--- src/rtl/psat_pkg.sv ---
// Package for the polygon separating-axis test unit.
// Item types, kind codes and widths; no dependencies.
`timescale 1ns / 1ps
`default_nettype none
package psat_pkg;

   localparam int COORD_BITS = 16;
   localparam int DOT_BITS   = 2 * COORD_BITS + 1;
   localparam int MAX_AXES   = 16;

   localparam logic [1:0] KIND_NORMAL = 2'd0;
   localparam logic [1:0] KIND_FIRST  = 2'd1;
   localparam logic [1:0] KIND_SECOND = 2'd2;
   localparam logic [1:0] KIND_FINISH = 2'd3;

   typedef struct packed {
      logic [1:0]                   kind;
      logic signed [COORD_BITS-1:0] coord_x;
      logic signed [COORD_BITS-1:0] coord_y;
   } req_type;

   typedef struct packed {
      logic collide;
      logic normals_dropped;
   } rsp_type;

   typedef struct packed {
      logic prod_valid;
      logic sum_valid;
   } dot_status_type;

endpackage
`default_nettype wire

--- src/rtl/psat_dot.sv ---
// Two-stage dot product unit: product pair, then exact sum.
// Depends on psat_pkg.
`timescale 1ns / 1ps
`default_nettype none
module psat_dot (
   input  wire logic                                    clock,
   input  wire logic                                    reset,
   input  wire logic                                    in_valid,
   input  wire logic signed [psat_pkg::COORD_BITS-1:0] ax,
   input  wire logic signed [psat_pkg::COORD_BITS-1:0] ay,
   input  wire logic signed [psat_pkg::COORD_BITS-1:0] bx,
   input  wire logic signed [psat_pkg::COORD_BITS-1:0] by,
   output psat_pkg::dot_status_type                     status,
   output logic signed [psat_pkg::DOT_BITS-1:0]         sum
);

   localparam int ProdBits = 2 * psat_pkg::COORD_BITS;

   logic signed [ProdBits-1:0]           prod_x_ff, prod_y_ff;
   logic signed [psat_pkg::DOT_BITS-1:0] sum_ff;
   logic                                 prod_valid_ff, sum_valid_ff;

   always_ff @(posedge clock) begin
      if (reset) begin
         prod_valid_ff <= 1'b0;
         sum_valid_ff  <= 1'b0;
      end else begin
         prod_valid_ff <= in_valid;
         sum_valid_ff  <= prod_valid_ff;
      end
   end

   always_ff @(posedge clock) begin
      prod_x_ff <= ax * bx;
      prod_y_ff <= ay * by;
      sum_ff    <= {prod_x_ff[ProdBits-1], prod_x_ff} + {prod_y_ff[ProdBits-1], prod_y_ff};
   end

   assign status.prod_valid = prod_valid_ff;
   assign status.sum_valid  = sum_valid_ff;
   assign sum               = sum_ff;

endmodule
`default_nettype wire

--- src/rtl/polygon_separating_axis_test_unit.sv ---
// Top level of the polygon separating-axis test unit.
// Depends on psat_pkg and psat_dot.
//
// Usage: items enter on req_data, taken when start is high and busy low.
// A normal item stores an axis; normals after any point, or beyond MAX_AXES,
// are dropped and flagged. A point item is projected onto each stored axis,
// one axis per cycle through the shared multiplier pair, then bounds are
// updated through the multiply, sum and bound read-modify-write pipeline.
// A finish item scans the stored bounds one axis per cycle when both
// polygons have points. Its result item appears on rsp_data with rsp_valid
// high for one cycle, in the same cycle that busy falls, and the store is
// cleared. Point and normal items give no result. The receiver cannot stall:
// the result is presented once and must be taken. Synchronous reset empties
// the axis store and clears the seen, drop and separation flags; no clearing
// pass is needed.
`timescale 1ns / 1ps
`default_nettype none
module polygon_separating_axis_test_unit #(
   parameter int MAX_AXES = psat_pkg::MAX_AXES
) (
   input  wire logic              clock,
   input  wire logic              reset,
   input  wire logic              start,
   output logic                   busy,
   input  wire psat_pkg::req_type req_data,
   output logic                   rsp_valid,
   output psat_pkg::rsp_type      rsp_data
);

   localparam int CB     = psat_pkg::COORD_BITS;
   localparam int DB     = psat_pkg::DOT_BITS;
   localparam int CNT_W  = $clog2(MAX_AXES + 1);
   localparam int IDX_W  = (MAX_AXES > 1) ? $clog2(MAX_AXES) : 1;

   typedef enum logic [1:0] {
      ST_IDLE,
      ST_PROJ,
      ST_EVAL
   } state_type;

   state_type            state_ff;
   logic [CNT_W-1:0]     count_ff, idx_ff;
   logic                 first_seen_ff, second_seen_ff, drop_ff;
   logic                 second_ff, fresh_ff, apart_ff;
   logic                 v1_ff;
   logic [IDX_W-1:0]     idx1_ff, idx2_ff, idx3_ff;
   logic signed [CB-1:0] px_ff, py_ff;
   logic                 rsp_valid_ff;
   psat_pkg::rsp_type    rsp_data_ff;

   logic signed [CB-1:0] axis_x_mem [MAX_AXES];
   logic signed [CB-1:0] axis_y_mem [MAX_AXES];
   logic signed [DB-1:0] first_min_mem  [MAX_AXES];
   logic signed [DB-1:0] first_max_mem  [MAX_AXES];
   logic signed [DB-1:0] second_min_mem [MAX_AXES];
   logic signed [DB-1:0] second_max_mem [MAX_AXES];

   logic signed [CB-1:0] ax_rd_ff, ay_rd_ff;
   logic signed [DB-1:0] fmin_rd_ff, fmax_rd_ff, smin_rd_ff, smax_rd_ff;

   psat_pkg::dot_status_type dot_status;
   logic signed [DB-1:0]     dot_sum;

   logic                 accept, both_seen, issue, axis_wr, bound_wr;
   logic [IDX_W-1:0]     axis_rd_addr, bound_rd_addr;
   logic signed [DB-1:0] lo_cur, hi_cur, lo_new, hi_new;
   logic                 proj_done, eval_done, sep_final;

   assign accept    = start && !busy;
   assign both_seen = first_seen_ff && second_seen_ff;
   assign busy      = (state_ff != ST_IDLE);

   assign issue = ((state_ff == ST_PROJ) || ((state_ff == ST_EVAL) && both_seen))
                  && (idx_ff < count_ff);
   assign axis_rd_addr  = idx_ff[IDX_W-1:0];
   assign bound_rd_addr = (state_ff == ST_EVAL) ? idx_ff[IDX_W-1:0] : idx2_ff;

   assign axis_wr = accept && (req_data.kind == psat_pkg::KIND_NORMAL)
                    && !first_seen_ff && !second_seen_ff
                    && (count_ff < CNT_W'(MAX_AXES));

   // bound read-modify-write, last pipeline stage
   assign lo_cur   = second_ff ? smin_rd_ff : fmin_rd_ff;
   assign hi_cur   = second_ff ? smax_rd_ff : fmax_rd_ff;
   assign lo_new   = (fresh_ff || (dot_sum < lo_cur)) ? dot_sum : lo_cur;
   assign hi_new   = (fresh_ff || (dot_sum > hi_cur)) ? dot_sum : hi_cur;
   assign bound_wr = (state_ff == ST_PROJ) && dot_status.sum_valid;

   assign proj_done = (idx_ff == count_ff) && !v1_ff
                      && !dot_status.prod_valid && !dot_status.sum_valid;
   assign eval_done = (!both_seen || (idx_ff == count_ff)) && !v1_ff;
   assign sep_final = both_seen ? apart_ff
                                : (first_seen_ff && (count_ff != '0));

   psat_dot u_dot (
      .clock    (clock),
      .reset    (reset),
      .in_valid (v1_ff && (state_ff == ST_PROJ)),
      .ax       (px_ff),
      .ay       (py_ff),
      .bx       (ax_rd_ff),
      .by       (ay_rd_ff),
      .status   (dot_status),
      .sum      (dot_sum)
   );

   always_ff @(posedge clock) begin
      if (axis_wr) begin
         axis_x_mem[count_ff[IDX_W-1:0]] <= req_data.coord_x;
         axis_y_mem[count_ff[IDX_W-1:0]] <= req_data.coord_y;
      end
      ax_rd_ff <= axis_x_mem[axis_rd_addr];
      ay_rd_ff <= axis_y_mem[axis_rd_addr];
   end

   always_ff @(posedge clock) begin
      if (bound_wr && !second_ff) begin
         first_min_mem[idx3_ff] <= lo_new;
         first_max_mem[idx3_ff] <= hi_new;
      end
      if (bound_wr && second_ff) begin
         second_min_mem[idx3_ff] <= lo_new;
         second_max_mem[idx3_ff] <= hi_new;
      end
      fmin_rd_ff <= first_min_mem[bound_rd_addr];
      fmax_rd_ff <= first_max_mem[bound_rd_addr];
      smin_rd_ff <= second_min_mem[bound_rd_addr];
      smax_rd_ff <= second_max_mem[bound_rd_addr];
   end

   // index pipeline alongside the dot unit
   always_ff @(posedge clock) begin
      idx1_ff <= idx_ff[IDX_W-1:0];
      idx2_ff <= idx1_ff;
      idx3_ff <= idx2_ff;
   end

   always_ff @(posedge clock) begin
      if (reset) begin
         state_ff       <= ST_IDLE;
         count_ff       <= '0;
         idx_ff         <= '0;
         first_seen_ff  <= 1'b0;
         second_seen_ff <= 1'b0;
         drop_ff        <= 1'b0;
         apart_ff       <= 1'b0;
         v1_ff          <= 1'b0;
         rsp_valid_ff   <= 1'b0;
      end else begin
         rsp_valid_ff <= 1'b0;
         v1_ff        <= issue;
         if (issue) begin
            idx_ff <= idx_ff + CNT_W'(1);
         end
         case (state_ff)
            ST_IDLE: begin
               if (accept) begin
                  idx_ff   <= '0;
                  apart_ff <= 1'b0;
                  case (req_data.kind)
                     psat_pkg::KIND_NORMAL: begin
                        if (axis_wr) begin
                           count_ff <= count_ff + CNT_W'(1);
                        end else begin
                           drop_ff <= 1'b1;
                        end
                     end
                     psat_pkg::KIND_FIRST: begin
                        second_ff <= 1'b0;
                        fresh_ff  <= !first_seen_ff;
                        state_ff  <= ST_PROJ;
                     end
                     psat_pkg::KIND_SECOND: begin
                        second_ff <= 1'b1;
                        fresh_ff  <= !second_seen_ff;
                        state_ff  <= ST_PROJ;
                     end
                     default: begin
                        state_ff <= ST_EVAL;
                     end
                  endcase
                  px_ff <= req_data.coord_x;
                  py_ff <= req_data.coord_y;
               end
            end
            ST_PROJ: begin
               if (proj_done) begin
                  if (second_ff) begin
                     second_seen_ff <= 1'b1;
                  end else begin
                     first_seen_ff <= 1'b1;
                  end
                  state_ff <= ST_IDLE;
               end
            end
            ST_EVAL: begin
               if (v1_ff && ((fmax_rd_ff < smin_rd_ff) || (fmin_rd_ff > smax_rd_ff))) begin
                  apart_ff <= 1'b1;
               end
               if (eval_done) begin
                  rsp_valid_ff                <= 1'b1;
                  rsp_data_ff.collide         <= !sep_final;
                  rsp_data_ff.normals_dropped <= drop_ff;
                  count_ff                    <= '0;
                  first_seen_ff               <= 1'b0;
                  second_seen_ff              <= 1'b0;
                  drop_ff                     <= 1'b0;
                  state_ff                    <= ST_IDLE;
               end
            end
            default: begin
               state_ff <= ST_IDLE;
            end
         endcase
      end
   end

   assign rsp_valid = rsp_valid_ff;
   assign rsp_data  = rsp_data_ff;

endmodule
`default_nettype wire

--- config.mk ---
export PLATFORM = sky130hd
export DESIGN_NAME = polygon_separating_axis_test_unit
export DESIGN_NICKNAME = d
export VERILOG_FILES = /design/src/rtl/psat_pkg.sv /design/src/rtl/psat_dot.sv /design/src/rtl/polygon_separating_axis_test_unit.sv
export SDC_FILE = /design/constraint.sdc
export NUM_CORES = 2
export LEC_CHECK = 0
export ABC_CLOCK_PERIOD_IN_PS = 6910
export CAP_MARGIN = 30
export CORE_UTILIZATION = 64
export CTS_CLUSTER_DIAMETER = 80
export DETAILED_ROUTE_END_ITERATION = 8
export DONT_BUFFER_PORTS = 1
export GPL_ROUTABILITY_DRIVEN = 1
export GPL_TIMING_DRIVEN = 0
export PLACE_DENSITY_LB_ADDON = 0.25
export SLEW_MARGIN = 20
export SYNTH_ARGS = -nofsm -noshare
export SYNTH_HDL_FRONTEND = slang
export SYNTH_HIERARCHICAL = 1
export SYNTH_SLANG_ARGS = --single-unit
--- constraint.sdc ---
create_clock -name clock -period 6.91 [get_ports clock]
set_input_delay 0 -clock clock [delete_from_list [all_inputs] [get_ports clock]]
set_output_delay 0 -clock clock [all_outputs]
set_load 0.02 [all_outputs]
# Word level (Yosys, flattened, before mapping)
# Memory sizes are Yosys's and may differ from the RTL's. A register that Yosys moved wholly into a read port is not among the register bits.
# Cells that the tools add are included.
# totals
word_cells,149
register_bits,165
output_inout_bits,4
mem_bits_rw,2624
n_memories,6
in_bits,37
# classes
mul,2
addsub,3
mux,42
n_bitwise,2
n_eq_ne,15
n_lt_le_gt_ge,6
reduce_logical,50
# memory_table
name,depth,width,rd,rd_ports_with_merged_regs,wr,line_no,source
first_max_mem,16,33,1,1,1,polygon_separating_axis_test_unit.sv:54,logic signed [DB-1:0] first_max_mem [MAX_AXES];
first_min_mem,16,33,1,1,1,polygon_separating_axis_test_unit.sv:53,logic signed [DB-1:0] first_min_mem [MAX_AXES];
second_max_mem,16,33,1,1,1,polygon_separating_axis_test_unit.sv:56,logic signed [DB-1:0] second_max_mem [MAX_AXES];
second_min_mem,16,33,1,1,1,polygon_separating_axis_test_unit.sv:55,logic signed [DB-1:0] second_min_mem [MAX_AXES];
axis_x_mem,16,16,1,1,1,polygon_separating_axis_test_unit.sv:51,logic signed [CB-1:0] axis_x_mem [MAX_AXES];
axis_y_mem,16,16,1,1,1,polygon_separating_axis_test_unit.sv:52,logic signed [CB-1:0] axis_y_mem [MAX_AXES];
# ops
cell,count
$mux 33,4
$gt 33x33->1,2
$lt 33x33->1,2
$mul 16x16->32,2
$mux 5,7
$add 32x32->33,1
$logic_and 1x1->1,18
$mux 1,18
$ne 2x2->1 const B,9
$reduce_and 4->1,4
$pmux 1 s2,6
$add 5x1->5 const B,2
$pmux 5 s2,1
$reduce_and 5->1,2
$logic_not 1->1,9
$reduce_and 3->1,3
$reduce_bool 2->1,4
$mux 2,3
$pmux 2 s3,1
$eq 5x5->1,1
$logic_or 1x1->1,5
$lt 5x5->1,1
$lt 5x5->1 const B,1
$reduce_bool 5->1,1
8 further kinds,13

# Longest topological paths before layout
# logic_depth
ltp_word,11
mapped_depth,24
depth_no_buf,23

# Modules after synthesis
# Netlist, hierarchy kept.
# modules_own_cells
mod,n_inst,cells_each,seq_area_each_um2,area_per_inst_um2
polygon_separating_axis_test_unit,1,5569,83760.3,110851.3
psat_dot,1,2535,1981.9,23468.8

# Worst setup path after synthesis
# OpenSTA, ideal clock, no wires.
# synth_path
kind,reg2reg
from,register py_ff[15]
to,register u_dot.prod_y_ff[30]
slack_ns,0.971
path_buffers,1
stages_incl_launch_ff,20
t_required_ns,6.831
setup_time_ns,0.079
synth_period_minus_slack_ns,5.939
arrival_time_ns,5.860
path_cell_list,edfxtp_1 > clkbuf_1 > nand2_1 > inv_1 > fa_1 > fa_1 > fa_1 > fa_1 > fa_1 > inv_1 > fa_1 > inv_1 > ha_1 > and2_1 > nand3_1 > nor2_1 > o2111a_1 > o211a_1 > or4_1 > o211ai_1
# synth_between
elab_chain_cells,1
# synth_rtl
item,line_no,source
from (decl),polygon_separating_axis_test_unit.sv:47,"logic signed [CB-1:0] px_ff, py_ff;"
from (signal assigned),polygon_separating_axis_test_unit.sv:183,py_ff <= req_data.coord_y;
$mul 16x16->32,psat_dot.sv:35,prod_y_ff <= ay * by;
to (signal assigned),psat_dot.sv:35,
to (decl),psat_dot.sv:19,"logic signed [ProdBits-1:0] prod_x_ff, prod_y_ff;"
# Every way passes these cells.
# A chain may end at the register's enable or synchronous reset.

# Final worst setup path
# layout_path
from,register py_ff[14]
to,register u_dot.prod_y_ff[30]
# Same word-level chain as after synthesis.

==> summary.md <==
| Metric | Value |
|---|---|
| Fin Clk Skew | 115 ps |
| FMAX | 0.147 GHz |
| Std cell rows | 167 |
| Sink Count | 2953 |
| Vias per inst | 6.83 |
| PortBufs | 0 |
| Via count | 80226 |
| Origin of the critical flop-to-flop path | py_ff[14] |
| Post-Syn Instances | 8104 |
| HP Class | input pin to register |
| Hold Vio Cnt, Final | 0 |
| Slew margin rel. | 26.6% |
| Placed standard-cell area | 0.143 mm2 |
| Final ANT Viol Nets | 0 |
| Maximum vdd drop | 1.54 mV |
| Share of synthesized registers carrying an async set or reset | 0% |
| Nets | 9599 |
| Hpwl dp | 268 mm |
| Distinct cell type count after synthesis | 78 |
| Vias in the first global route | 81589 |
| Arr. time, crit path | 7530 ps |
| Total track usage | 38.4% |
| Placed insts | 11099 |
| Critical path endpoint category | register |
| Die height | 460 um |
| Reg2Reg Depth | 19 |
| DR pass1 iterations | 7 |
| Top post-synthesis cells by area | edfxtp_1, mux4_2, fa_1 |
| Total congestion overflow | 0 |
| Max cap viols | 0 |
| H-tree depth | 5 |
| Yosys top cell by area | edfxtp_1 |
| Commonest non-fill, non-tap cell in the layout | edfxtp_1 |
| Post-synth top area share | 59.5% |
| CP Class | register to register |
| First-pass GRT wire length | 568 mm |
| CP required | 7620 ps |
| FF-to-FF End | u_dot/prod_y_ff[30] |
| Least-Margin Pin Slew | 1080 ps |
| Leakage power | 0.0552 uW |
| Layout cells sized above 1 | 18.4% |
| Clock root cell | clkbuf_16 |
| Post-Syn Area | 0.134 mm2 |
| Pins Over Slew Limit | 0 |
| #FFs+latches synth | 2953 |
| Die area | 0.212 mm2 |
| Worst setup startpoint | py_ff[14] |
| CTS tree | yes |
| Minimum clock period | 6810 ps |
| Antenna violations before repair | 36 |
| Crit-path max FO | 10 |
| Clk buf depth | 4 |
| DRT iter0 DRCs | 10364 |
| Routed WL | 403 mm |
| Hold_sp | req_data[5] |
| PwrDens | 388 mW/mm2 |
| Status | finished clean |
| Part of the cycle the worst path needs | 98.6% |
| Cell depth of the worst hold path | 1 |
| Die width | 460 um |
| Reg-to-reg slack, setup | 100 ps |
| Routed len/inst | 34.3 um |
| Clock Latency Late Sink | 970 ps |
| Commonest non-fill, non-tap cells in the layout | edfxtp_1, nand2_1, inv_1, mux4_2, fa_1 |
| Synth-to-Final Area Change | 13.9% |
| Initial Util | 64.6% |
| Design area | 0.153 mm2 |
| Ys Warns | 6 |
| Top_reg_cell synth | edfxtp_1 |
| Fin cells | 11746 |
| Register area share after synthesis | 63.8% |
| DRC Markers | 0 |
| TritonCTS Buffers | 301 |
| Avg Inst Size Synth | 16.6 um2 |
| Count of flip-flops with a built-in enable after synthesis | 2660 |
| Crit path launch type | register |
| Clock slew at reported path FFs | 70 ps |
| Largest net degree at the start of global routing | 33 |
| Final setup fails | 0 |
| RD Place Congestion | 1.00 |
| I/O pins | 41 |
| Hold Path End | py_ff[5] |
| Syn_nets | 9004 |
| Core area | 0.208 mm2 |
[kinds of logic (layout without fill, tap and decap cells)]
family | Yosys count | in the layout | share of synthesized area [%]
adders and majority gates | 863 | 863 | 11.0
AOI/OAI and AO/OA | 716 | 716 | 3.70
DFF | 2953 | 2953 | 63.8
other | 0 | 36 | 0
xor gates and xnor gates | 92 | 92 | 0.600
muxes | 769 | 769 | 11.9
buffers and inverters | 1105 | 1923 | 3.31
and+or+nand+nor | 1606 | 1606 | 5.68
[stage by stage]
step                util (%)  setup slack, ps  total power (uW)  setup TNS (ps)  hold WS, ps
floorplan                  -              971             36500               0         71.6
global placement        66.3            -2140             42000        -4221190         83.9
detailed placement      68.6             -548             43400           -1960         87.9
CTS                     73.3             4.16             59100               0         13.3
global route            73.6            -18.9             61900           -18.9         51.9
finish                  73.6             95.4             59400               0         59.3
[routing by layer]
| layer | global-route usage, % | vias to the layer above | part of all wire (%) |
|---|---|---|---|
| li1 | - | 31563 | - |
| met1 | 46.1 | 40580 | 32 |
| met2 | 60.6 | 6405 | 48 |
| met3 | 9.17 | 1658 | 11 |
| met4 | 29.1 | 20 | 8.9 |
| met5 | 0 | - | 0.030 |
[how the worst max path moves through the flow]
stage,to,cells past startpoint
detailed placement,u_dot/prod_y_ff[29],19
CTS,u_dot/prod_y_ff[30],20
global placement,second_min_mem[14][18],5
floorplan,u_dot/prod_y_ff[30],19
finish,u_dot/prod_y_ff[30],19
global route,u_dot/prod_y_ff[30],20
[final cells by class]
class                           instances  area [um2]
Antenna cell                           36        90.1
Buffer                                373        1770
Clock buffer                          389        8180
Clock inverter                        137        1240
Fill cell                           11650       54900
Inverter                              731        2740
Multi-Input combinational cell       4046       44900
Sequential cell                      2953       85800
Tap cell                             2788        3490
Timing Repair Buffer                  293        4800
[cell usage after synthesis, drive strengths merged, types with 31 or more instances]
cell,n
mux2i,103
o21ai,61
fa,525
nand2,744
and3,31
nor2,140
nand3,107
buf,166
ha,338
a211oi,137
a31oi,173
nor3,92
inv,731
clkbuf,208
and2,374
xnor2,69
a21o,57
edfxtp,2660
dfxtp,293
a2bb2oi,33
mux4,662
a21oi,123
[worst max-delay path, stage by stage, from the launching register on]
cell and delay, ps:
edfxtp_1 560, clkbuf_2 300, and2_1 230, fa_1 510, fa_1 610, fa_1 460
fa_1 520, fa_1 490, inv_1 50, fa_1 470, inv_1 40, ha_1 370
a21oi_2 240, nor2b_1 80, o21a_1 180, o21ai_0 210, a21oi_1 170, o211a_1 290
or4_1 500, o211ai_1 320
[flip-flops by register name (all words and copies together), names as in the netlist, 5 cells and up]
| register | flops |
|---|---|
| fmin_rd_ff | 33 |
| py_ff | 16 |
| px_ff | 16 |
| first_max_mem | 528 |
| smin_rd_ff | 33 |
| u_dot/prod_y_ff | 32 |
| second_min_mem | 528 |
| smax_rd_ff | 33 |
| first_min_mem | 528 |
| count_ff | 5 |
| second_max_mem | 528 |
| ax_rd_ff | 16 |
| idx_ff | 5 |
| fmax_rd_ff | 33 |
| u_dot/prod_x_ff | 32 |
| u_dot/sum | 33 |
| axis_x_mem | 256 |
| axis_y_mem | 256 |
| ay_rd_ff | 16 |
[report_power, final]
part	total (uW)	internal, uW	switching [uW]
Sequential	23000	22400	625
Combinational	20400	7520	12900
Clock	16000	9110	6850
Total	59400	39100	20400
[timing repair]
action	4_1_cts	5_1_grt
resized for setup	23	67
pin swaps	1	3
hold buffers	42	0
hold endpoints to repair	582	0
setup endpoints to repair	8	34
cloned	0	0
buffers inserted	5	25
Note: power is estimated with default switching activity, not from simulation.
